==> src/rtl/fdsa_pkg.sv <==
// ----------------------------------------------------------------------------
// fdsa_pkg
// Shared types, constants and ALU functions for the Forth data stack.
// ----------------------------------------------------------------------------
package fdsa_pkg;

  localparam int STACK_DEPTH = 64;
  localparam int CELL_WIDTH  = 32;
  localparam int IDX_W       = $clog2(STACK_DEPTH);
  localparam int CNT_W       = $clog2(STACK_DEPTH + 2);
  localparam int CMP_W       = (CELL_WIDTH > CNT_W) ? CELL_WIDTH : CNT_W;
  localparam int DIV_STEP_W  = $clog2(CELL_WIDTH + 1);

  typedef logic [CELL_WIDTH-1:0] cell_t;

  typedef enum logic [5:0] {
    OP_LIT    = 6'd0,  OP_DROP   = 6'd1,  OP_DUP    = 6'd2,  OP_QDUP   = 6'd3,
    OP_OVER   = 6'd4,  OP_SWAP   = 6'd5,  OP_ROT    = 6'd6,  OP_NROT   = 6'd7,
    OP_PICK   = 6'd8,  OP_ROLL   = 6'd9,  OP_DEPTH  = 6'd10, OP_ADD    = 6'd11,
    OP_SUB    = 6'd12, OP_MUL    = 6'd13, OP_DIV    = 6'd14, OP_MOD    = 6'd15,
    OP_DIVMOD = 6'd16, OP_INC1   = 6'd17, OP_DEC1   = 6'd18, OP_INC2   = 6'd19,
    OP_DEC2   = 6'd20, OP_SHL    = 6'd21, OP_SHR    = 6'd22, OP_INC4   = 6'd23,
    OP_DEC4   = 6'd24, OP_MIN    = 6'd25, OP_MAX    = 6'd26, OP_ABS    = 6'd27,
    OP_NEG    = 6'd28, OP_LT     = 6'd29, OP_LE     = 6'd30, OP_NE     = 6'd31,
    OP_EQ     = 6'd32, OP_GT     = 6'd33, OP_GE     = 6'd34, OP_ZLT    = 6'd35,
    OP_ZEQ    = 6'd36, OP_ZGT    = 6'd37, OP_AND    = 6'd38, OP_OR     = 6'd39,
    OP_XOR    = 6'd40, OP_NOT    = 6'd41
  } func_t;

  typedef enum logic [1:0] {
    ERR_OK    = 2'd0,
    ERR_UNDER = 2'd1,
    ERR_OVER  = 2'd2,
    ERR_DIV0  = 2'd3
  } err_t;

  typedef enum logic [2:0] {
    ST_IDLE, ST_EXEC, ST_SCAN, ST_DIV, ST_FIN
  } state_t;

  typedef enum logic [1:0] {
    CELL_HOLD, CELL_PUSH, CELL_POP, CELL_LOAD
  } cell_op_t;

  typedef struct packed {
    cell_op_t op;
    logic     scan_load;
    logic     scan_shift;
  } cell_ctl_t;

  function automatic cell_t flag(input logic c);
    flag = c ? '1 : '0;
  endfunction

  function automatic cell_t alu_bin(input func_t f, input cell_t a, input cell_t b);
    logic lt_ab, lt_ba;
    lt_ab = $signed(a) < $signed(b);
    lt_ba = $signed(b) < $signed(a);
    case (f)
      OP_ADD:  alu_bin = a + b;
      OP_SUB:  alu_bin = a - b;
      OP_MUL:  alu_bin = a * b;
      OP_MIN:  alu_bin = lt_ab ? a : b;
      OP_MAX:  alu_bin = lt_ba ? a : b;
      OP_LT:   alu_bin = flag(lt_ab);
      OP_LE:   alu_bin = flag(!lt_ba);
      OP_NE:   alu_bin = flag(a != b);
      OP_EQ:   alu_bin = flag(a == b);
      OP_GT:   alu_bin = flag(lt_ba);
      OP_GE:   alu_bin = flag(!lt_ab);
      OP_AND:  alu_bin = a & b;
      OP_OR:   alu_bin = a | b;
      default: alu_bin = a ^ b;
    endcase
  endfunction

  function automatic cell_t alu_un(input func_t f, input cell_t t);
    case (f)
      OP_INC1: alu_un = t + cell_t'(1);
      OP_DEC1: alu_un = t - cell_t'(1);
      OP_INC2: alu_un = t + cell_t'(2);
      OP_DEC2: alu_un = t - cell_t'(2);
      OP_SHL:  alu_un = {t[CELL_WIDTH-2:0], 1'b0};
      OP_SHR:  alu_un = {t[CELL_WIDTH-1], t[CELL_WIDTH-1:1]};
      OP_INC4: alu_un = t + cell_t'(4);
      OP_DEC4: alu_un = t - cell_t'(4);
      OP_ABS:  alu_un = t[CELL_WIDTH-1] ? cell_t'(-t) : t;
      OP_NEG:  alu_un = -t;
      OP_ZLT:  alu_un = flag(t[CELL_WIDTH-1]);
      OP_ZEQ:  alu_un = flag(t == '0);
      OP_ZGT:  alu_un = flag(t != '0 && !t[CELL_WIDTH-1]);
      default: alu_un = ~t;
    endcase
  endfunction

  function automatic logic [31:0] to_port(input cell_t v);
    logic signed [63:0] w;
    w = 64'(signed'(v));
    to_port = w[31:0];
  endfunction

  function automatic cell_t from_port(input logic [31:0] v);
    logic signed [63:0] w;
    w = 64'(signed'(v));
    from_port = w[CELL_WIDTH-1:0];
  endfunction

endpackage

==> src/rtl/fdsa_div.sv <==
// ----------------------------------------------------------------------------
// fdsa_div
// Signed restoring divider, one quotient bit per cycle, truncating.
// ----------------------------------------------------------------------------
module fdsa_div (
  input  logic            clk,
  input  logic            rst,
  input  logic            start,
  input  fdsa_pkg::cell_t dividend,
  input  fdsa_pkg::cell_t divisor,
  output logic            done,
  output fdsa_pkg::cell_t quot,
  output fdsa_pkg::cell_t rem
);
  import fdsa_pkg::*;

  logic                  running;
  logic [DIV_STEP_W-1:0] steps;
  cell_t                 q;
  cell_t                 r;
  cell_t                 d;
  logic                  neg_q;
  logic                  neg_r;
  logic [CELL_WIDTH:0]   shifted;
  logic [CELL_WIDTH:0]   trial;

  assign shifted = {r, q[CELL_WIDTH-1]};
  assign trial   = shifted - {1'b0, d};

  always_ff @(posedge clk) begin
    if (rst) begin
      running <= 1'b0;
      done    <= 1'b0;
      steps   <= '0;
    end else begin
      done <= 1'b0;
      if (start) begin
        running <= 1'b1;
        steps   <= DIV_STEP_W'(CELL_WIDTH);
      end else if (running) begin
        steps <= steps - 1'b1;
        if (steps == DIV_STEP_W'(1)) begin
          running <= 1'b0;
          done    <= 1'b1;
        end
      end
    end
  end

  always_ff @(posedge clk) begin
    if (start) begin
      q     <= dividend[CELL_WIDTH-1] ? cell_t'(-dividend) : dividend;
      d     <= divisor[CELL_WIDTH-1] ? cell_t'(-divisor) : divisor;
      r     <= '0;
      neg_q <= dividend[CELL_WIDTH-1] ^ divisor[CELL_WIDTH-1];
      neg_r <= dividend[CELL_WIDTH-1];
    end else if (running) begin
      if (!trial[CELL_WIDTH]) begin
        r <= trial[CELL_WIDTH-1:0];
      end else begin
        r <= shifted[CELL_WIDTH-1:0];
      end
      q <= {q[CELL_WIDTH-2:0], ~trial[CELL_WIDTH]};
    end
  end

  assign quot = neg_q ? cell_t'(-q) : q;
  assign rem  = neg_r ? cell_t'(-r) : r;

endmodule

==> config.mk <==
export PLATFORM = sky130hd
export DESIGN_NAME = fdsa_div
export DESIGN_NICKNAME = d
export VERILOG_FILES = /design/src/rtl/fdsa_pkg.sv /design/src/rtl/fdsa_div.sv
export SDC_FILE = /design/constraint.sdc
export NUM_CORES = 1
export LEC_CHECK = 0
export BUFFER_PORTS_ARGS = -buffer_cell sky130_fd_sc_hd__buf_2
export CAP_MARGIN = 20
export CORE_UTILIZATION = 44
export CTS_CLUSTER_SIZE = 25
export DETAILED_ROUTE_END_ITERATION = 16
export GPL_ROUTABILITY_DRIVEN = 1
export PLACE_DENSITY = 0.69
export SETUP_SLACK_MARGIN = 0.2
export SLEW_MARGIN = 20
export SYNTH_ARGS = -nofsm -noshare
export SYNTH_HDL_FRONTEND = slang
export SYNTH_SLANG_ARGS = --single-unit
==> constraint.sdc <==
create_clock -name clk -period 3 [get_ports clk]
set_clock_uncertainty 0.1 [all_clocks]
set_input_delay 0.6 -clock clk [delete_from_list [all_inputs] [get_ports clk]]
set_output_delay 0.6 -clock clk [all_outputs]
set_load 0.01 [all_outputs]
==> results_dict.tcl <==
set metrics [dict create \
    run_status "finished, violations left" \
    failed_checks "negative setup slack" \
    seqCellArea_sq_um 2790 \
    hold_class "in -> reg" \
    clkTransAtPathRegs_ns 0.07 \
    antenna_cells 0 \
    setup_ws_ns -0.757 \
    critical_path.endpoint_type "output pin" \
    route.antenna.remaining_nets 0 \
    final_min_period_over_clock_period_pct 125 \
    cts_buffers 9 \
    grt_setup_unrepaired "yes" \
    final_layout_size_suffix_gt1_share_pct 40.5 \
    async_flop_share_pct 0 \
    cts-htree-levels 3 \
    placed_cells 1501 \
    fin_setup_tns_ns -17.53 \
    slew_violations 0 \
    core_sq_um 18900 \
    grt.total_usage_pct 24.3 \
    fin_util_pct 66.5 \
    antenna_found_initial 0 \
    max_freq_mhz 266 \
    tightest_slew_ns 0.914 \
    crit_required_ns 2.30 \
    multi_input_area_sq_um 6670 \
    cap_violations 0 \
    slew-limit-headroom_pct 39.0 \
    initial_core_util_pct 45.3 \
    num_rows 50 \
    io_pins 132 \
    finalNonFillerCells 1564 \
    dp_hpwl_microns 17700 \
    cp.arrival_ns 3.06 \
    wirelength_microns 25800 \
    yosys.area.top_type_share_pct 23.2 \
    drtPass1Iterations 5 \
    hold_violations 0 \
    critPathMaxFanout 2 \
    die_x_microns 141 \
    fillers 1482 \
    mostFrequentLayoutCell "buf_4" \
    peakVddDrop_uv 302 \
    gp_congestion 0.885 \
    mostFrequentLayoutCells "buf_4, buf_2, nor2_1" \
    ys_warn_count 0 \
    setup_viol 62 \
    ys_seq_area_share_pct 32.5 \
    r2r_setup_slack_ns -0.15 \
    final_nets 1405 \
    cts_tree "done" \
    p_per_area_nw_per_um2 401 \
    clk_latency_ns 0.36 \
    cts.sinks 106 \
    synth_seq_cells 106 \
    syn-num-nets 1121 \
    netlist-cell-type-count 73 \
    grt-ovfl-total 0 \
    yosys.area.top_type "edfxtp_1" \
    dieArea_sq_um 20000 \
    p_total_mw 5.03 \
    viasPerCell 5.60 \
    drc 0 \
    syn_inst 1015 \
    cts_hold_buf 0 \
    synth_flop_cell "edfxtp_1" \
    syn_area_per_cell_sq_um 8.43 \
    cts_root_buf "clkbuf_16" \
    dieHeight_microns 141 \
    detailroute.via_count 8761 \
    drt-wirelength-per-cell_microns 16.5 \
    synth_area_leaders "edfxtp_1, xnor2_1, dfxtp_1" \
    io_buffers 131 \
    synth_edf_count 66 \
    first_iter_violations 559 \
    path_class "reg -> out" \
    post-route-min-period_ns 3.76 \
    cp-start-kind "register" \
    grt_max_degree 84 \
    grt_pass1_vias 8033 \
    cellLeakagePower_nw 5.16 \
    clock_path_buffers 2 \
    grt_pass1_wl_microns 38800 \
    synth_area_sq_um 8560 \
    area_growth_pct 46.7 \
]
final cells by class:
cell class | count | area share [%]
Timing Repair Buffer | 320 | 18.4
Tap cell | 260 | 2.59
Multi-Input combinational cell | 812 | 53.1
Clock inverter | 7 | 0.349
Sequential cell | 106 | 22.2
Clock buffer | 9 | 1.79
Inverter | 50 | 1.49
final timing paths:
check	startpoint	endpoint	cells after the start
setup reg to reg	q[31]$_DFFE_PP_	r[3]$_SDFFE_PP0P_	14
hold / removal	rst	steps[5]$_SDFFE_PP0P_	2
hold reg to reg	steps[1]$_SDFFE_PP0P_	steps[1]$_SDFFE_PP0P_	2
setup / recovery	q[10]$_DFFE_PP_	quot[27]	9
per-layer routing:
layer | share of wire [%] | track usage (%) | vias to the layer above | routed length [microns]
li1 | - | - | 4247 | -
met1 | 42 | 30.8 | 4169 | 10800
met2 | 50 | 42.3 | 290 | 12800
met3 | 5.5 | 3.81 | 55 | 1430
met4 | 2.7 | 7.41 | 0 | 690
met5 | 0 | 0 | - | 0
stage by stage:
stage / worst slack [ns] / hold WS (ns) / area, sq um
after global routing: -0.882 / 0.328 / 12600
final: -0.757 / 0.328 / 12600
after detailed placement: -0.419 / 0.384 / 10700
after CTS: -0.756 / 0.315 / 11900
after floorplan: -0.272 / 0.363 / 8820
after global placement: -0.372 / 0.372 / 10700
critical path: stages, from the launching register on:
cell and delay [ns]:
edfxtp_1 0.39, or4_4 0.57, nor4_4 0.20, nand3_2 0.13, or3_4 0.35, or2_4 0.24, or3_4 0.35, o31ai_4 0.18
xnor2_1 0.13, buf_2 0.14
state kept, by name (all words and copies together), names as in the netlist:
register	count
done	1
q	32
d	32
neg_q	1
steps	6
r	32
neg_r	1
running	1
power by group:
part	total (mW)	leakage (nW)	switching, mW	internal, mW
clock	1.10	0.129	0.544	0.559
combinational	2.12	4.05	1.15	0.966
sequential	1.81	0.977	0.108	1.70
total	5.03	5.16	1.80	3.23
cell families (layout without fill, tap and decap cells):
kind of cell | Yosys count | after routing | synth area share (%)
adders and majority gates | 39 | 39 | 5.79
DFF | 106 | 106 | 32.5
and+or+nand+nor | 354 | 354 | 20.4
buffers and inverters | 97 | 386 | 4.42
AOI/OAI and AO/OA | 264 | 264 | 20.9
xor gates and xnor gates | 150 | 150 | 15.4
muxes | 5 | 5 | 0.600
synth_stat cells (8+ instances only):
cell and instances:
and3_1 8, nor4_1 8, dfxtp_1 40, a311oi_1 19, nand3_1 13, xnor2_1 100
or3_1 18, o41ai_1 20, edfxtp_1 66, ha_1 38, o31ai_1 29, a21oi_1 70
clkbuf_1 32, o21ai_0 56, a21o_1 16, nand2_1 118, or4_1 13, nor2_1 96
buf_1 8, inv_1 49, nor3_1 22, nand2b_1 14, xor2_1 50
timing repair:
action | CTS | global route
buffers inserted | 21 | 22
endpoints found under the setup margin | 73 | 84
gates cloned | 4 | 0
hold endpoints to repair | 0 | 0
pin swaps | 81 | 65
resized for setup | 158 | 91
Power figures use the tool's default switching activity.
