### config.mk
export PLATFORM = sky130hd
export DESIGN_NAME = fdsa_cell
export DESIGN_NICKNAME = d
export VERILOG_FILES = /design/src/rtl/fdsa_pkg.sv /design/src/rtl/fdsa_cell.sv
export SDC_FILE = /design/constraint.sdc
export NUM_CORES = 1
export LEC_CHECK = 0
export BUFFER_PORTS_ARGS = -buffer_cell sky130_fd_sc_hd__buf_2
export CORE_UTILIZATION = 30
export DETAILED_ROUTE_END_ITERATION = 10
export SYNTH_ARGS = -nofsm -noshare
export SYNTH_HDL_FRONTEND = slang
export SYNTH_SLANG_ARGS = --single-unit
### constraint.sdc
create_clock -name clk -period 3.6 [get_ports clk]
set_clock_uncertainty 0.15 [all_clocks]
set_input_delay 0.18 -clock clk [delete_from_list [all_inputs] [get_ports clk]]
set_output_delay 0.18 -clock clk [all_outputs]
set_load 0.05 [all_outputs]
### src/rtl/fdsa_pkg.sv
// ----------------------------------------------------------------------------
// fdsa_pkg
// Shared types, constants and ALU functions for the Forth data stack.
// ----------------------------------------------------------------------------
package fdsa_pkg;

  localparam int STACK_DEPTH = 64;
  localparam int CELL_WIDTH  = 32;
  localparam int IDX_W       = $clog2(STACK_DEPTH);
  localparam int CNT_W       = $clog2(STACK_DEPTH + 2);
  localparam int CMP_W       = (CELL_WIDTH > CNT_W) ? CELL_WIDTH : CNT_W;
  localparam int DIV_STEP_W  = $clog2(CELL_WIDTH + 1);

  typedef logic [CELL_WIDTH-1:0] cell_t;

  typedef enum logic [5:0] {
    OP_LIT    = 6'd0,  OP_DROP   = 6'd1,  OP_DUP    = 6'd2,  OP_QDUP   = 6'd3,
    OP_OVER   = 6'd4,  OP_SWAP   = 6'd5,  OP_ROT    = 6'd6,  OP_NROT   = 6'd7,
    OP_PICK   = 6'd8,  OP_ROLL   = 6'd9,  OP_DEPTH  = 6'd10, OP_ADD    = 6'd11,
    OP_SUB    = 6'd12, OP_MUL    = 6'd13, OP_DIV    = 6'd14, OP_MOD    = 6'd15,
    OP_DIVMOD = 6'd16, OP_INC1   = 6'd17, OP_DEC1   = 6'd18, OP_INC2   = 6'd19,
    OP_DEC2   = 6'd20, OP_SHL    = 6'd21, OP_SHR    = 6'd22, OP_INC4   = 6'd23,
    OP_DEC4   = 6'd24, OP_MIN    = 6'd25, OP_MAX    = 6'd26, OP_ABS    = 6'd27,
    OP_NEG    = 6'd28, OP_LT     = 6'd29, OP_LE     = 6'd30, OP_NE     = 6'd31,
    OP_EQ     = 6'd32, OP_GT     = 6'd33, OP_GE     = 6'd34, OP_ZLT    = 6'd35,
    OP_ZEQ    = 6'd36, OP_ZGT    = 6'd37, OP_AND    = 6'd38, OP_OR     = 6'd39,
    OP_XOR    = 6'd40, OP_NOT    = 6'd41
  } func_t;

  typedef enum logic [1:0] {
    ERR_OK    = 2'd0,
    ERR_UNDER = 2'd1,
    ERR_OVER  = 2'd2,
    ERR_DIV0  = 2'd3
  } err_t;

  typedef enum logic [2:0] {
    ST_IDLE, ST_EXEC, ST_SCAN, ST_DIV, ST_FIN
  } state_t;

  typedef enum logic [1:0] {
    CELL_HOLD, CELL_PUSH, CELL_POP, CELL_LOAD
  } cell_op_t;

  typedef struct packed {
    cell_op_t op;
    logic     scan_load;
    logic     scan_shift;
  } cell_ctl_t;

  function automatic cell_t flag(input logic c);
    flag = c ? '1 : '0;
  endfunction

  function automatic cell_t alu_bin(input func_t f, input cell_t a, input cell_t b);
    logic lt_ab, lt_ba;
    lt_ab = $signed(a) < $signed(b);
    lt_ba = $signed(b) < $signed(a);
    case (f)
      OP_ADD:  alu_bin = a + b;
      OP_SUB:  alu_bin = a - b;
      OP_MUL:  alu_bin = a * b;
      OP_MIN:  alu_bin = lt_ab ? a : b;
      OP_MAX:  alu_bin = lt_ba ? a : b;
      OP_LT:   alu_bin = flag(lt_ab);
      OP_LE:   alu_bin = flag(!lt_ba);
      OP_NE:   alu_bin = flag(a != b);
      OP_EQ:   alu_bin = flag(a == b);
      OP_GT:   alu_bin = flag(lt_ba);
      OP_GE:   alu_bin = flag(!lt_ab);
      OP_AND:  alu_bin = a & b;
      OP_OR:   alu_bin = a | b;
      default: alu_bin = a ^ b;
    endcase
  endfunction

  function automatic cell_t alu_un(input func_t f, input cell_t t);
    case (f)
      OP_INC1: alu_un = t + cell_t'(1);
      OP_DEC1: alu_un = t - cell_t'(1);
      OP_INC2: alu_un = t + cell_t'(2);
      OP_DEC2: alu_un = t - cell_t'(2);
      OP_SHL:  alu_un = {t[CELL_WIDTH-2:0], 1'b0};
      OP_SHR:  alu_un = {t[CELL_WIDTH-1], t[CELL_WIDTH-1:1]};
      OP_INC4: alu_un = t + cell_t'(4);
      OP_DEC4: alu_un = t - cell_t'(4);
      OP_ABS:  alu_un = t[CELL_WIDTH-1] ? cell_t'(-t) : t;
      OP_NEG:  alu_un = -t;
      OP_ZLT:  alu_un = flag(t[CELL_WIDTH-1]);
      OP_ZEQ:  alu_un = flag(t == '0);
      OP_ZGT:  alu_un = flag(t != '0 && !t[CELL_WIDTH-1]);
      default: alu_un = ~t;
    endcase
  endfunction

  function automatic logic [31:0] to_port(input cell_t v);
    logic signed [63:0] w;
    w = 64'(signed'(v));
    to_port = w[31:0];
  endfunction

  function automatic cell_t from_port(input logic [31:0] v);
    logic signed [63:0] w;
    w = 64'(signed'(v));
    from_port = w[CELL_WIDTH-1:0];
  endfunction

endpackage

### src/rtl/fdsa_cell.sv
// ----------------------------------------------------------------------------
// fdsa_cell
// One stack cell with its neighbour links and a scan register for pick/roll.
// ----------------------------------------------------------------------------
module fdsa_cell (
  input  logic               clk,
  input  fdsa_pkg::cell_ctl_t ctl,
  input  fdsa_pkg::cell_t    upper,
  input  fdsa_pkg::cell_t    lower,
  input  fdsa_pkg::cell_t    ld,
  input  fdsa_pkg::cell_t    scan_in,
  output fdsa_pkg::cell_t    value,
  output fdsa_pkg::cell_t    scan
);
  import fdsa_pkg::*;

  always_ff @(posedge clk) begin
    case (ctl.op)
      CELL_PUSH: value <= upper;
      CELL_POP:  value <= lower;
      CELL_LOAD: value <= ld;
      default:   value <= value;
    endcase
    if (ctl.scan_load) begin
      scan <= value;
    end else if (ctl.scan_shift) begin
      scan <= scan_in;
    end
  end

endmodule

==> metrics.cfg, run 1 <==
[drt]
routed_wl_um=8220
num_vias=2525
wl_per_cell_um=14.3
via_per_inst=4.38
drt_iter0_markers=59
ant_nets=0
dr.pass1.iters=4
drc=0

[finish]
instances_no_fill=576
drive_gt1_share_pct=55.5
fin_util_pct=46.8
final_net_count=571
syn2layout_area_growth_pct=50.5
diodes=0
nFillCells=954

[synth]
seq_area_frac_synth_pct=63.0
yosysTopAreaCell=edfxtp_1
syn_nets=342
netlist_top_cells_area=edfxtp_1, mux2_2, mux2i_1
yosysWarnings=0
synth_top_cell_area_share_pct=63.0
synth_edf_count=64
synthFlopType=edfxtp_1
yosysMostFrequentCell=edfxtp_1
synthesis.area_um2=3050
synthCells=209
synth_seq_cells=64
synthTopCellsByCount=edfxtp_1, a21oi_1, mux2i_1, nor2_1, mux2_2
syn_avg_cell_area_um2=14.6
synth_cell_types=12
synthArstFlopShare_pct=0

[placed_design]
dp.cells=526
numPortBuffers=196
place_congestion=0.748
place_hpwl_um=5610

[die]
die_w_um=103
fp.coreArea_um2=9820
start_util_pct=31.1
die_h_um=103
row_count=36
ioPinCount=197
dieArea_um2=10600

[power_and_ir_drop]
power.leakage_nw=2.10
p_per_area_nw_per_um2=472
max-vdd-ir-drop_mv=0.144

[critical_path]
critPathSlowestCell=or2_2
worstSetupPathType=primary input to register
rr_worst_depth=1
cp_data_arrival_time_ns=1.40
critPathLaunchType=primary input
cp_top_family=simple AND/OR/NAND/NOR gates
critPathMaxStageDelay_ns=0.76
path_depth=2
critPathBufInv=1
critPathRequiredTime_ns=3.40
critPathMaxFanout=34
worstPathCellList=buf_2 > or2_2
crit_path_end_kind=register

[timing]
finalSetupViolCount=0
hold_viol=0
min_period_ns=1.60
holdWs_ns=0.0234
period_share_pct=44.5
fmax_mhz=624
drv_slew=0
slew_headroom_pct=44.4
rsz0062_at_grt=false
fin_setup_tns_ns=0
worst_pin_slew_ns=0.833

[cts]
numClockSinks=64
clk_pin_slew_ns=0.06
post_cts_resized=0
clkLatencyLatePin_ns=0.33
cts_tree=done
htreeDepth=3
cts_max_path_buffers=2
hold_buffers=34
numCtsBuffers=9
cts-root-buf=clkbuf_8
cts_setup_buffers=0

[grt]
grt_pass1_vias=2472
grt_pass1_wl_um=11600
grt_max_degree=35
antenna_found_initial=0
grt_use_total_pct=15.0
grt_overflow=0

[worst_hold_path]
hold_class=primary input to register
whs_path_depth=2

[status]
status=finished clean

[job]
maxCapViolCount=0

## logic make-up after synthesis
group,count (synthesis),synth area share [%]
buffers and inverters,15,4.92
AO/OA/AOI/OAI,32,5.25
AND/OR/NAND/NOR,34,4.34
multiplexers,64,22.5
flip-flops,64,63.0
## cells in the final DEF (no fill, tap or decap)
| cell | synthesis | final |
|---|---|---|
| buf_2 | 3 | 196 |
| mux2_2 | 30 | 30 |
| clkbuf_8 | 0 | 9 |
| nor2_1 | 32 | 32 |
| a21oi_1 | 32 | 32 |
| clkinv_2 | 0 | 3 |
| mux2_4 | 2 | 2 |
| bufinv_16 | 0 | 1 |
| clkbuf_1 | 3 | 3 |
| buf_4 | 1 | 3 |
| dlygate4sd3_1 | 0 | 34 |
| edfxtp_1 | 64 | 64 |
| or2_2 | 2 | 2 |
| mux2i_1 | 32 | 32 |
## layout make-up
class | count | area [µm²] | share of cell area [%]
clock buffers | 12 | 135 | 2.94
repair buffers | 233 | 1340 | 29.3
flip-flops and latches | 64 | 1920 | 41.8
multi-input cells | 130 | 981 | 21.4
well taps | 133 | 166 | 3.62
clock inverters | 4 | 45.0 | 0.981
## power breakdown
group,internal [mW],total (mW),switching [mW]
Clock,0.317,0.580,0.262
Combinational,0.196,0.630,0.433
Sequential,0.926,0.958,0.0313
Total,1.44,2.17,0.727
## stage by stage
stage	worst slack (ns)	instance area [µm²]	power (mW)
finish	2.00	4590	2.17
global route	1.85	4590	2.27
CTS	1.98	4590	2.20
detailed placement	1.63	4070	1.58
global placement	1.65	4070	1.57
floorplan	2.15	3050	1.41
## sequential cells by signal (all words and copies together) (netlist names)
name,cells
value,32
scan,32
## metal layers
| metal | track usage, % | routed length, µm | vias up |
|---|---|---|---|
| met4 | 6.61 | 138 | 0 |
| met2 | 27.6 | 4310 | 119 |
| li1 | - | - | 1238 |
| met1 | 16.0 | 3160 | 1155 |
| met3 | 4.20 | 620 | 13 |
| met5 | 0 | 0 | - |
## worst paths after layout
path | start | end | slack [ns]
hold / removal | scan_in[13] | scan[13]$_DFFE_PP_ | 0.02
setup reg to reg | value[31]$_DFFE_PP_ | scan[31]$_DFFE_PP_ | 2.48
hold reg to reg | value[16]$_DFFE_PP_ | scan[16]$_DFFE_PP_ | 0.42
setup / recovery | ctl[3] | value[21]$_DFFE_PP_ | 2.00
(Power assumes the default switching activity.)
==> inputs of run 2 (changes only) <==
==> constraint.sdc (replaced) <==
create_clock -name clk -period 1.4 [get_ports clk]
set_clock_uncertainty 0.15 [all_clocks]
set_input_delay 0.07 -clock clk [delete_from_list [all_inputs] [get_ports clk]]
set_output_delay 0.07 -clock clk [all_outputs]
set_load 0.05 [all_outputs]
==> metrics.cfg, run 2 <==
[cts]
cts_setup_buffers=0  ; unchanged
hold_buffers=111  ; +230%
cts-root-buf=clkbuf_8
numCtsBuffers=9  ; unchanged
htreeDepth=3  ; unchanged
numClockSinks=64  ; unchanged
post_cts_resized=0  ; unchanged
cts_max_path_buffers=2  ; unchanged

[synth]
syn_nets=342  ; unchanged
netlist_top_cells_area=edfxtp_1, mux2_2, mux2i_1
seq_area_frac_synth_pct=63.0  ; unchanged
synth_top_cell_area_share_pct=63.0  ; unchanged
synthCells=209  ; unchanged
synth_seq_cells=64  ; unchanged
syn_avg_cell_area_um2=14.6  ; unchanged
yosysWarnings=0  ; unchanged
yosysTopAreaCell=edfxtp_1
synth_cell_types=12  ; unchanged
yosysMostFrequentCell=edfxtp_1
synth_edf_count=64  ; unchanged
synthArstFlopShare_pct=0  ; unchanged
synthesis.area_um2=3050  ; unchanged
synthFlopType=edfxtp_1
synthTopCellsByCount=edfxtp_1, a21oi_1, mux2i_1, nor2_1, mux2_2

[placed_design]
place_hpwl_um=6210  ; +11%
numPortBuffers=196  ; unchanged
postPlaceCellArea_um2=4200  ; +3.2%
place_congestion=0.727  ; -2.8%

[status]
status=aborted with a tool error
tool.error=[ERROR RSZ-0060] Max buffer count reached.
stop_stage=clock tree synthesis (4_1_cts)

[die]
start_util_pct=31.1  ; unchanged
die_w_um=103  ; unchanged
die_h_um=103  ; unchanged
ioPinCount=197  ; unchanged
row_count=36  ; unchanged

[run 2: kinds of logic after synthesis]
family | Yosys count | share of synthesized area (%)
mux | 64 | 22.5
compound gates | 32 | 5.25
buf+inv | 15 | 4.92
flops | 64 | 63.0
simple gates | 34 | 4.34
[run 2: stage by stage]
stage / hold WS, ns / setup WS, ns / std cells
3_5_place_dp: 0.225 / 0.181 / 535
2_1_floorplan: 0.138 / 0.0645 / 209
3_3_place_gp: 0.223 / 0.189 / 535
==> inputs of run 3 (changes only) <==
--- a/config.mk
+++ b/config.mk
@@ -6,8 +6,9 @@
 export NUM_CORES = 1
 export LEC_CHECK = 0
 export BUFFER_PORTS_ARGS = -buffer_cell sky130_fd_sc_hd__buf_2
-export CORE_UTILIZATION = 30
+export CORE_UTILIZATION = 20
 export DETAILED_ROUTE_END_ITERATION = 10
+export PLACE_DENSITY_LB_ADDON = 0.15
 export SYNTH_ARGS = -nofsm -noshare
 export SYNTH_HDL_FRONTEND = slang
 export SYNTH_SLANG_ARGS = --single-unit
==> constraint.sdc (replaced) <==
create_clock -name clk -period 1.8 [get_ports clk]
set_clock_uncertainty 0.15 [all_clocks]
set_input_delay 0.09 -clock clk [delete_from_list [all_inputs] [get_ports clk]]
set_output_delay 0.09 -clock clk [all_outputs]
set_load 0.05 [all_outputs]
==> metrics.cfg, run 3 (same netlist as run 1, synthesis figures left out) <==
[timing]
period_share_pct=90.3
fin_setup_tns_ns=0
worst_pin_slew_ns=0.355
finalSetupViolCount=0
hold_viol=0
fin_ws_ns=0.175
min_period_ns=1.63
drv_slew=0
rsz0062_at_grt=false
slew_headroom_pct=76.3
fmax_mhz=615

[cts]
numCtsBuffers=9  ; unchanged
cts-root-buf=clkbuf_16
cts_setup_buffers=0  ; unchanged
clk_pin_slew_ns=0.05
htreeDepth=3  ; unchanged
numClockSinks=64  ; unchanged
post_cts_resized=0  ; unchanged
hold_buffers=85  ; -23%
cts_tree=done
cts_max_path_buffers=2  ; unchanged
clkLatencyLatePin_ns=0.32

[drt]
wl_per_cell_um=13.5
via_per_inst=3.99
drt_iter0_markers=107
drc=10
dr.pass1.iters=8
routed_wl_um=9290
ant_nets=0
num_vias=2736

[grt]
grt_use_total_pct=12.1
grt_overflow=0
grt_pass1_vias=2859
grt_pass1_wl_um=14500
antenna_found_initial=0
grt_max_degree=29

[critical_path]
critPathMaxFanout=10
endpoint=value[21]$_DFFE_PP_
crit_path_end_kind=register
regToRegSetupSlack_ns=0.71
critPathSlowestCell=dlygate4sd3_1
path_depth=5
rr_worst_depth=1
critPathMaxStageDelay_ns=0.56
critPathBufInv=3
startpoint=ctl[2]
r2r-end=scan[22]$_DFFE_PP_
timing.rr.start=value[22]$_DFFE_PP_
worstPathCellList=buf_2 > buf_4 > mux2i_1 > a21oi_1 > dlygate4sd3_1
worstSetupPathType=primary input to register
cp_top_family=buffers and inverters
critPathLaunchType=primary input
critPathRequiredTime_ns=1.72
cp_data_arrival_time_ns=1.55

[die]
row_count=44  ; +22%
die_h_um=126  ; +22%
fp.coreArea_um2=14700
die_w_um=126  ; +22%
start_util_pct=20.8  ; -10 points
ioPinCount=197  ; unchanged
dieArea_um2=15800

[worst_hold_path]
hold_start=lower[3]
hold_class=primary input to register

[finish]
syn2layout_area_growth_pct=75.3
layout_commonest_cell=buf_2
final_net_count=630
top_regs=scan: 32 flops, value: 32 flops
drive_gt1_share_pct=50.2
layout_common_cells=buf_2, dlygate4sd3_1, edfxtp_1
diodes=0

[power_and_ir_drop]
max-vdd-ir-drop_mv=0.353
p_per_area_nw_per_um2=929
power.leakage_nw=2.39

[placed_design]
place_hpwl_um=6740  ; +8.5%
place_congestion=0.689  ; -5.3%
numPortBuffers=196  ; unchanged
place_ws_ns=0.363  ; +0.181 ns

[job]
maxCapViolCount=0

[status]
status=finished with violations
violations=design-rule violations

## run 3: worst min-delay path by stage
stage                               to  cells past startpoint
floorplan           scan[28]$_DFFE_PP_                      1
global placement    scan[30]$_DFFE_PP_                      2
detailed placement  scan[15]$_DFFE_PP_                      2
CTS                 value[3]$_DFFE_PP_                      3
global route        value[3]$_DFFE_PP_                      3
finish              value[3]$_DFFE_PP_                      3
## run 3: power by group
group	internal, mW	switching [mW]
Combinational	0.504	0.893
Sequential	1.85	0.0633
Clock	1.05	0.608
## run 3: layout make-up
class,instances,area (µm²)
multi-input combinational,130,981
sequential,64,1920
fill,1471,9350
clock inverter,6,50.0
clock buffer,10,229
tap,184,230
timing repair buffer,292,1940
## run 3: metal layers
metal  share of wire, %  GRT usage (%)
met1                 42           14.1
met2                 51           21.0
met3                5.2           2.74
met4                1.8           5.81
met5                  0              0
## run 3: tightest hold or removal path: stages
cell and delay [ns]:
buf_2 0.08, mux2i_1 0.06, a21oi_1 0.14
## run 3: per-stage QoR
stage          instance area [µm²]  total power [mW]  instances  hold slack [ns]  utilization, %
2_1_floorplan                 3050              2.82        209            0.158               -
3_3_place_gp                  4220              3.18        585            0.242            28.7
3_5_place_dp                  4220              3.19        585            0.244            28.7
4_1_cts                       5350              5.04        686         0.000829            36.4
5_1_grt                       5350              5.20        686           0.0219            36.4
6_report                      5350              4.97        686           0.0110            36.4
==> inputs of run 4 (changes only) <==
==> constraint.sdc (replaced) <==
create_clock -name clk -period 1.5 [get_ports clk]
set_clock_uncertainty 0.15 [all_clocks]
set_input_delay 0.075 -clock clk [delete_from_list [all_inputs] [get_ports clk]]
set_output_delay 0.075 -clock clk [all_outputs]
set_load 0.05 [all_outputs]
==> metrics.cfg, run 4 (same netlist as run 1, synthesis figures left out) <==
[power_and_ir_drop]
power.share.clock_pct=33.4  ; about the same
p_int_mw=4.06  ; +19%
power_frac_comb_pct=27.9  ; -0.2 points
p_sw_share_pct=31.6  ; +0.096 points
max-vdd-ir-drop_mv=0.468  ; +32%
power.leakage_nw=2.38  ; -0.30%
p_per_area_nw_per_um2=1120  ; +20%
pwr-share-seq_pct=38.7  ; about the same
switchingPower_mw=1.87  ; +20%

[timing]
fmax_mhz=674
rsz0062_at_grt=false
worst_pin_slew_ns=0.369  ; +0.0136 ns
finalSetupViolCount=0  ; unchanged
drv_slew=0  ; unchanged
fin_ws_ns=0.0157  ; -0.159 ns
holdWs_ns=-0.0402  ; -0.0512 ns
period_share_pct=99.0
fin_setup_tns_ns=0  ; unchanged
hold_viol=16  ; +16
min_period_ns=1.48
slew_headroom_pct=75.4  ; -0.90 points

[die]
start_util_pct=20.8  ; unchanged
fp.coreArea_um2=14700  ; unchanged
ioPinCount=197  ; unchanged
die_h_um=126  ; unchanged
row_count=44  ; unchanged
die_w_um=126  ; unchanged
dieArea_um2=15800  ; unchanged

[drt]
ant_nets=0  ; unchanged
via_per_inst=4.02  ; +0.74%
dr.pass1.iters=7  ; -1
drc=10  ; unchanged
num_vias=2724  ; -0.44%
drt_iter0_markers=90  ; -16%
routed_wl_um=9540  ; +2.7%
wl_per_cell_um=14.1  ; +3.9%

[grt]
antenna_found_initial=0  ; unchanged
grt_use_total_pct=12.4  ; +0.28 points
grt_max_degree=37  ; +28%
grt_pass1_wl_um=14500  ; about the same
grt_overflow=0  ; unchanged
grt_pass1_vias=2908  ; +1.7%

[placed_design]
place_hpwl_um=6790  ; +0.76%
numPortBuffers=196  ; unchanged
place_congestion=0.733  ; +6.4%
place_ws_ns=0.208  ; -0.154 ns
postPlaceCellArea_um2=4250  ; +0.77%

[cts]
cts_tree=done
cts_max_path_buffers=2  ; unchanged
numCtsBuffers=9  ; unchanged
clkLatencyLatePin_ns=0.33  ; about the same
clk_pin_slew_ns=0.05  ; about the same
cts-root-buf=clkbuf_16
htreeDepth=3  ; unchanged
numClockSinks=64  ; unchanged

[critical_path]
worstSetupPathType=primary input to register
rr_worst_depth=1  ; unchanged
cp_data_arrival_time_ns=1.41  ; -0.14 ns
critPathSlowestCell=dlygate4sd3_1
startpoint=upper[3]
crit_path_frequent_cell=dlygate4sd3_1
worstPathCellList=dlygate4sd3_1 > buf_2 > nor2_1 > a21oi_1 > dlygate4sd3_1
critPathMaxFanout=1  ; -9
timing.rr.start=value[31]$_DFFE_PP_
critPathLaunchType=primary input
critPathMaxStageDelay_ns=0.56  ; about the same
critPathRequiredTime_ns=1.43  ; -0.29 ns
crit_path_end_kind=register

[finish]
nFillCells=1498  ; +1.8%
syn2layout_area_growth_pct=73.9
final_net_count=623  ; -1.1%
drive_gt1_share_pct=52.2  ; +2.0 points
top_regs=scan: 32 flops, value: 32 flops
design_area_um2=5310  ; -0.77%
layout_common_cells=buf_2, dlygate4sd3_1, edfxtp_1, mux2i_1, a21oi_1
diodes=0  ; unchanged
layout_commonest_cell=buf_2

[worst_hold_path]
hold_start=lower[24]
hold_class=primary input to register
whs_path_depth=3  ; unchanged

[status]
status=finished with violations
violations=design-rule violations, negative hold slack

[job]
maxCapViolCount=0  ; unchanged

[run 4: changes by cell type in the layout (fill, tap and decap cells not counted)]
cell,delta
nor2_1,-3
dlygate4sd3_1,-8
clkinv_2,+2
nor2_2,+3
buf_4,-1
clkinv_1,-3
buf_12,+2
[run 4: layer usage]
layer | GRT usage [%] | share of wire [%]
met4 | 6.24 | 2.3
met2 | 21.8 | 52
met5 | 0 | 0
met1 | 13.3 | 39
met3 | 3.94 | 6.6
[run 4: cell type report]
type / instances / area (µm²) / share of cell area (%)
clock buffers: 10 / 229 / 4.31
repair buffers: 285 / 1890 / 35.6
well taps: 184 / 230 / 4.34
flip-flops and latches: 64 / 1920 / 36.2
multi-input cells: 130 / 988 / 18.6
clock inverters: 5 / 48.8 / 0.919
[run 4: path summary, 6_finish.rpt]
check / to / slack (ns)
max: value[3]$_DFFE_PP_ / 0.02
min reg2reg: scan[0]$_DFFE_PP_ / 0.42
min: value[24]$_DFFE_PP_ / -0.04
max reg2reg: scan[31]$_DFFE_PP_ / 0.41
[run 4: critical path, delay by kind of cell]
family	cells	cell delay, ns
buffers and inverters	3	1.21
AND/OR/NAND/NOR	1	0.09
AO/OA/AOI/OAI	1	0.04
[run 4: power by group through the flow]
stage / Clock, mW / Sequential (mW) / Combinational (mW)
after global placement: 0 / 2.34 / 1.50
after CTS: 2.06 / 2.30 / 1.72
after detailed placement: 0 / 2.34 / 1.51
after floorplan: 0 / 3.07 / 0.314
after global routing: 2.12 / 2.33 / 1.74
final: 1.98 / 2.30 / 1.65
[run 4: repair_timing]
| item | 4_1_cts | 5_1_grt |
|---|---|---|
| hold endpoints to repair | 64 | 5 |
| buffers inserted | 0 | 0 |
| resized for setup | 0 | 3 |
| hold buffers | 90 | 9 |
| endpoints found under the setup margin | 0 | 22 |
[run 4: through the flow]
step                      cells  util (%)  power [mW]  hold slack [ns]
after floorplan             209         -        3.38            0.143
after global placement      586      28.9        3.84            0.227
after detailed placement    586      28.9        3.84            0.231
after CTS                   691      37.0        6.09          0.00568
after global routing        678      36.1        6.20          0.00175
final                       678      36.1        5.93          -0.0402
